--- src/hdl/gcdl_pkg.sv ---
// Shared constants and types for the GCD/LCM unit.
package gcdl_pkg;

  // Result field widths, fixed by the output item format
  localparam int unsigned DivisorBits  = 16;
  localparam int unsigned MultipleBits = 32;
  localparam int unsigned OutDataBits  = DivisorBits + MultipleBits;

  // Core status seen by the top level
  typedef struct packed {
    logic idle;      // ready for a new operand pair
    logic done;      // result held, waiting to be taken
    logic zero_err;  // an operand was zero
  } core_stat_t;

endpackage

--- src/hdl/gcdl_core.sv ---
// Iterative GCD/LCM core: binary GCD, restoring divide, shift-add multiply on one adder.
module gcdl_core import gcdl_pkg::*; #(
  parameter int unsigned OperandBits = 16
) (
  input  logic                       clk_i,
  input  logic                       rst_ni,
  input  logic                       start_i,
  input  logic [OperandBits-1:0]     a_i,
  input  logic [OperandBits-1:0]     b_i,
  input  logic                       ack_i,
  output core_stat_t                 stat_o,
  output logic [OperandBits-1:0]     gcd_o,
  output logic [2*OperandBits-1:0]   lcm_o
);

  localparam int unsigned N  = OperandBits;
  localparam int unsigned AW = 2 * N;
  localparam int unsigned KW = $clog2(N);
  localparam int unsigned CW = $clog2(N + 1);

  localparam logic [2:0] StIdle = 3'd0;
  localparam logic [2:0] StGcd  = 3'd1;
  localparam logic [2:0] StDiv  = 3'd2;
  localparam logic [2:0] StMul  = 3'd3;
  localparam logic [2:0] StDone = 3'd4;

  logic [2:0]    state_q, state_d;
  logic          err_q, err_d;
  logic [N-1:0]  opa_q, opa_d;
  logic [N-1:0]  opb_q, opb_d;
  logic [N-1:0]  x_q, x_d;
  logic [N-1:0]  y_q, y_d;
  logic [KW-1:0] k_q, k_d;
  logic [N-1:0]  g_q, g_d;
  logic [N-1:0]  rem_q, rem_d;
  logic [N-1:0]  quo_q, quo_d;
  logic [CW-1:0] cnt_q, cnt_d;
  logic [AW-1:0] acc_q, acc_d;
  logic [AW-1:0] mcand_q, mcand_d;
  logic [N-1:0]  mplier_q, mplier_d;

  // shared add/subtract unit; top bit is the borrow on subtract
  logic [AW-1:0] alu_x, alu_y;
  logic          alu_sub;
  logic [AW:0]   alu_res;
  logic          x_gt;
  logic          fits;

  assign alu_res = alu_sub ? ({1'b0, alu_x} - {1'b0, alu_y})
                           : ({1'b0, alu_x} + {1'b0, alu_y});
  assign x_gt    = x_q > y_q;
  assign fits    = ~alu_res[AW];

  // sequencer and datapath next state
  always_comb begin
    state_d  = state_q;
    err_d    = err_q;
    opa_d    = opa_q;
    opb_d    = opb_q;
    x_d      = x_q;
    y_d      = y_q;
    k_d      = k_q;
    g_d      = g_q;
    rem_d    = rem_q;
    quo_d    = quo_q;
    cnt_d    = cnt_q;
    acc_d    = acc_q;
    mcand_d  = mcand_q;
    mplier_d = mplier_q;
    alu_x    = '0;
    alu_y    = '0;
    alu_sub  = 1'b1;
    unique case (state_q)
      StIdle: begin
        if (start_i) begin
          opa_d = a_i;
          opb_d = b_i;
          x_d   = a_i;
          y_d   = b_i;
          k_d   = '0;
          if (a_i == '0 || b_i == '0) begin
            err_d   = 1'b1;
            g_d     = '0;
            acc_d   = '0;
            state_d = StDone;
          end else begin
            err_d   = 1'b0;
            state_d = StGcd;
          end
        end
      end
      StGcd: begin
        // larger minus smaller
        alu_x = AW'(x_gt ? x_q : y_q);
        alu_y = AW'(x_gt ? y_q : x_q);
        if (x_q == y_q) begin
          g_d     = x_q << k_q;
          rem_d   = '0;
          quo_d   = opa_q;
          cnt_d   = CW'(N);
          state_d = StDiv;
        end else if (!x_q[0] && !y_q[0]) begin
          x_d = x_q >> 1;
          y_d = y_q >> 1;
          k_d = k_q + 1'b1;
        end else if (!x_q[0]) begin
          x_d = x_q >> 1;
        end else if (!y_q[0]) begin
          y_d = y_q >> 1;
        end else if (x_gt) begin
          x_d = alu_res[N:1];
        end else begin
          y_d = alu_res[N:1];
        end
      end
      StDiv: begin
        // one quotient bit of opa / g per cycle
        alu_x = AW'({rem_q, quo_q[N-1]});
        alu_y = AW'(g_q);
        if (fits) begin
          rem_d = alu_res[N-1:0];
        end else begin
          rem_d = {rem_q[N-2:0], quo_q[N-1]};
        end
        quo_d = {quo_q[N-2:0], fits};
        cnt_d = cnt_q - 1'b1;
        if (cnt_q == CW'(1)) begin
          acc_d    = '0;
          mcand_d  = AW'(quo_d);
          mplier_d = opb_q;
          cnt_d    = CW'(N);
          state_d  = StMul;
        end
      end
      StMul: begin
        // (opa / g) * opb, one multiplier bit per cycle
        alu_sub  = 1'b0;
        alu_x    = acc_q;
        alu_y    = mcand_q;
        if (mplier_q[0]) begin
          acc_d = alu_res[AW-1:0];
        end
        mcand_d  = mcand_q << 1;
        mplier_d = mplier_q >> 1;
        cnt_d    = cnt_q - 1'b1;
        if (cnt_q == CW'(1)) begin
          state_d = StDone;
        end
      end
      StDone: begin
        if (ack_i) begin
          state_d = StIdle;
        end
      end
      default: begin
        state_d = StIdle;
      end
    endcase
  end

  // control registers
  always_ff @(posedge clk_i or negedge rst_ni) begin
    if (!rst_ni) begin
      state_q <= StIdle;
      err_q   <= 1'b0;
    end else begin
      state_q <= state_d;
      err_q   <= err_d;
    end
  end

  // datapath registers
  always_ff @(posedge clk_i) begin
    opa_q    <= opa_d;
    opb_q    <= opb_d;
    x_q      <= x_d;
    y_q      <= y_d;
    k_q      <= k_d;
    g_q      <= g_d;
    rem_q    <= rem_d;
    quo_q    <= quo_d;
    cnt_q    <= cnt_d;
    acc_q    <= acc_d;
    mcand_q  <= mcand_d;
    mplier_q <= mplier_d;
  end

  assign stat_o.idle     = (state_q == StIdle);
  assign stat_o.done     = (state_q == StDone);
  assign stat_o.zero_err = err_q;
  assign gcd_o           = g_q;
  assign lcm_o           = acc_q;

endmodule

--- src/hdl/gcd_lcm_unit_top.sv ---
// Top level of the GCD/LCM unit: stream ports, iterative core, output register.
// The GCD loop, then an N-step divide and N-step multiply, share one adder.
// Throughput: one item at a time; tready is high only while the core is idle.
// Reset: rst_ni (async, active low) clears the sequencer and output valid.
module gcd_lcm_unit_top import gcdl_pkg::*; #(
  parameter int unsigned OPERAND_BITS = 16
) (
  input  logic                                      clk_i,
  input  logic                                      rst_ni,
  input  logic                                      s_axis_tvalid_i,
  output logic                                      s_axis_tready_o,
  // [N-1:0] first_value, [2N-1:N] second_value, zero padded to bytes
  input  logic [((2*OPERAND_BITS+7)/8)*8-1:0]       s_axis_tdata_i,
  output logic                                      m_axis_tvalid_o,
  input  logic                                      m_axis_tready_i,
  // [15:0] divisor_out, [47:16] multiple_out
  output logic [OutDataBits-1:0]                    m_axis_tdata_o,
  // [0] zero_operand_error
  output logic                                      m_axis_tuser_o
);

  core_stat_t                  stat;
  logic                        start;
  logic                        load;
  logic [OPERAND_BITS-1:0]     gcd_val;
  logic [2*OPERAND_BITS-1:0]   lcm_val;

  logic                        out_valid_q;
  logic [DivisorBits-1:0]      out_div_q;
  logic [MultipleBits-1:0]     out_mul_q;
  logic                        out_err_q;

  assign s_axis_tready_o = stat.idle;
  assign start           = s_axis_tvalid_i & stat.idle;
  assign load            = stat.done & (~out_valid_q | m_axis_tready_i);

  gcdl_core #(
    .OperandBits(OPERAND_BITS)
  ) u_core (
    .clk_i  (clk_i),
    .rst_ni (rst_ni),
    .start_i(start),
    .a_i    (s_axis_tdata_i[OPERAND_BITS-1:0]),
    .b_i    (s_axis_tdata_i[2*OPERAND_BITS-1:OPERAND_BITS]),
    .ack_i  (load),
    .stat_o (stat),
    .gcd_o  (gcd_val),
    .lcm_o  (lcm_val)
  );

  // output valid
  always_ff @(posedge clk_i or negedge rst_ni) begin
    if (!rst_ni) begin
      out_valid_q <= 1'b0;
    end else if (load) begin
      out_valid_q <= 1'b1;
    end else if (m_axis_tready_i) begin
      out_valid_q <= 1'b0;
    end
  end

  // output payload, fitted to the result field widths
  always_ff @(posedge clk_i) begin
    if (load) begin
      out_div_q <= DivisorBits'(gcd_val);
      out_mul_q <= MultipleBits'(lcm_val);
      out_err_q <= stat.zero_err;
    end
  end

  assign m_axis_tvalid_o = out_valid_q;
  assign m_axis_tdata_o  = {out_mul_q, out_div_q};
  assign m_axis_tuser_o  = out_err_q;

endmodule
--- config.mk ---
export PLATFORM = sky130hd
export DESIGN_NAME = gcd_lcm_unit_top
export DESIGN_NICKNAME = d
export VERILOG_FILES = /design/src/hdl/gcdl_pkg.sv /design/src/hdl/gcdl_core.sv /design/src/hdl/gcd_lcm_unit_top.sv
export SDC_FILE = /design/constraint.sdc
export NUM_CORES = 1
export LEC_CHECK = 0
export ABC_AREA = 1
export BUFFER_PORTS_ARGS = -buffer_cell sky130_fd_sc_hd__buf_2
export CORE_MARGIN = 1
export CORE_UTILIZATION = 60
export CTS_BUF_LIST = sky130_fd_sc_hd__clkbuf_8
export DETAILED_ROUTE_END_ITERATION = 12
export PLACE_DENSITY_LB_ADDON = 0.3
export SLEW_MARGIN = 10
export SYNTH_ARGS = -nofsm -noshare
export SYNTH_HDL_FRONTEND = slang
export SYNTH_SLANG_ARGS = --single-unit
--- constraint.sdc ---
create_clock -name clk_i -period 6.7 [get_ports clk_i]
set_clock_uncertainty 0.1 [all_clocks]
set_input_delay 1.005 -clock clk_i [delete_from_list [all_inputs] [get_ports clk_i]]
set_output_delay 1.005 -clock clk_i [all_outputs]
set_load 0.02 [all_outputs]
==> metrics.cfg <==
[setup_path]
crit_type = flop to flop
endpoint_kind = flop
critical_path_peak_fanout = 34
arrival_ns = 6.36
max_stage_delay_ns = 0.52
cp.required_ns = 7.02
start_kind = flop
cp_slowest_cell = edfxtp_1
cp_common_cell = nand2_1

[sta]
rsz0062_at_grt = no
worst_slew_pin_slew_ns = 1.15
relSlewSlack = 0.230
final_max_slew_viol_count = 0
finalSetupTns_ns = 0
setup_slack_ns = 0.663
fmax_mhz = 166
post-route-period-util = 0.901
period_minus_slack_ns = 6.04
hold_viol = 0
setup_violations = 0

[clock_network]
cts_hold_buf = 0
cts_max_path_buffers = 3
cts_tree = yes
cts_root_buffer = clkbuf_8
post_cts_resized = 0
htreeDepth = 2
cts_setup_buffers = 0
clkLatencyLatePin_ns = 0.58
cts_sinks = 255
cts.reportedPaths.clkPinSlew_ns = 0.06
numCtsBuffers = 42

[route]
num_vias = 11600
drt_iter0_drc = 1268
ant_nets = 0
wl_per_cell_um = 20.4
routed_wl_um = 40900
drtPass1Iterations = 6
drc = 0
via_per_inst = 5.81

[run_status]
status = finished clean

[final_layout]
layout_common_cells = nand2_1, edfxtp_1, inv_1
fillers = 1942
area_growth_pct = 10.4
finalNetCount = 1741
final_common_cell = nand2_1
drive_gt1_frac = 0.117

[logic_synthesis]
synthSimpleGateAreaFrac = 0.182
synth_xor_area_frac = 0.0197
yosysSeqAreaShare = 0.536
synth_edf_count = 250
syn-cell-area_um2 = 14200
synthCells = 1561
syn-mean-instance-area_um2 = 9.13
yosys.area.top_type = edfxtp_1
yosys_warnings = 0
muxShareOfSynthArea = 0.00141
synth_fa_ha_area_frac = 0.0488
synthDistinctLibCells = 56
synth_compound_gate_area_share = 0.138
synth_top_family_by_area = simple AND/OR/NAND/NOR gates
synth-async-reset-ratio = 0.0196
ys_ff_latch = 255
synth.area.top_cells = edfxtp_1, nand2_1, inv_1
ys.flop_type = edfxtp_1
yosys.area.top_type_share = 0.527
syn-num-nets = 1652

[floorplan]
die_h_um = 156
ios = 87
rows = 56
start_util = 0.609
fp.dieArea_um2 = 24400
coreArea_um2 = 23400
die_w_um = 156

[placed_design]
place_ws_ns = 0.833
dp_hpwl_um = 30100
place.gp.congestion = 0.952
port_buffers = 86

[grt]
track_usage = 0.342
grt_max_degree = 63
grt-ovfl-total = 0
antenna_found_initial = 1
grt_pass1_vias = 10900
grt_pass1_wl_um = 62300

[worst_hold_path]
hold_class = input port to asynchronous set/reset pin

[run]
cap_viol_max_count = 0

## flip-flops by register name, summed over array words and instances, names as in the netlist, 3 cells and up
| register | cells |
|---|---|
| u_core.quo_q | 16 |
| u_core.y_q | 16 |
| u_core.cnt_q | 5 |
| u_core.mplier_q | 16 |
| u_core.state_q | 3 |
| u_core.lcm_o | 32 |
| u_core.gcd_o | 16 |
| u_core.mcand_q | 32 |
| u_core.opb_q | 16 |
| u_core.x_q | 16 |
| u_core.opa_q | 16 |
| out_div_q | 16 |
| u_core.rem_q | 16 |
| out_mul_q | 32 |
| u_core.k_q | 4 |
## per-stage QoR
stage	instances	cell area, um2	util	hold WS (ns)
2_1_floorplan	1561	14200	-	0.319
3_3_place_gp	1925	15000	0.640	0.331
3_5_place_dp	1925	15000	0.640	0.333
4_1_cts	1999	15700	0.672	0.124
5_1_grt	1999	15700	0.672	0.127
6_report	2000	15700	0.672	0.134
## kinds of logic (layout without fill, tap and decap cells)
group	after synthesis	count (layout)
buffers and inverters	270	389
other	0	1
AO/OA/AOI/OAI	333	333
adder cells (fa/ha/maj)	55	55
flip-flops	255	255
XOR/XNOR	32	32
multiplexers	2	2
AND/OR/NAND/NOR	614	614
## synthesized netlist by cell type, types with 7 or more instances
master     instances
a21oi_1           99
a22oi_1           20
a2bb2oi_1         14
buf_2              7
clkbuf_1          44
edfxtp_1         250
ha_1              54
inv_1            204
nand2_1          321
nand2_2            7
nand3_1           59
nand4_1           11
nor2_1           175
nor2_2             8
nor3_1             8
nor4_1             7
o21a_1            13
o21ai_0          129
o21bai_1          11
o221ai_1          11
o22ai_1            7
xnor2_1           13
xor2_1            19
## routing by layer
layer  wire, um  GRT usage  part of all wire  up-vias
met2      18600      0.541              0.46      594
met4       1360      0.125             0.033        2
met3       3620     0.0528             0.089       90
met1      17200      0.479              0.42     5434
met5         11          0           0.00027        -
li1           -          -                 -     5497
## area by class of cell
class	instances	area, um2	area share
multi-input combinational	1036	5600	0.356
sequential	255	7630	0.485
tap	319	399	0.0254
clock inverter	31	155	0.00986
clock buffer	43	592	0.0376
antenna	1	2.50	0.000159
inverter	212	796	0.0506
timing repair buffer	103	558	0.0355
## worst max-delay path, delay by kind of cell, from the launching register on
| family | cells | cell delay (ns) |
|---|---|---|
| DFF | 1 | 0.52 |
| AOI/OAI and AO/OA | 6 | 1.18 |
| adders and majority gates | 3 | 1.16 |
| and+or+nand+nor | 21 | 2.56 |
| buffers and inverters | 3 | 0.37 |
## path summary, 6_finish.rpt
kind	start	end	slack, ns	cells after the start
worst max-delay path	u_core.x_q[1]	u_core.rem_q[8]	0.66	33
min in group clk_i	u_core.lcm_o[30]	out_mul_q[30]	0.34	0
worst min register to register	u_core.lcm_o[30]	out_mul_q[30]	0.34	0
max in group asynchronous	rst_ni	m_axis_tvalid_o	6.23	1
worst min-delay path	rst_ni	u_core.state_q[2]	0.13	1
worst max register to register	u_core.x_q[1]	u_core.rem_q[8]	0.66	33
Power is left out: the tool's default activity adds up to more than one toggle a clock period on the data nets, which glitch-free logic cannot reach.
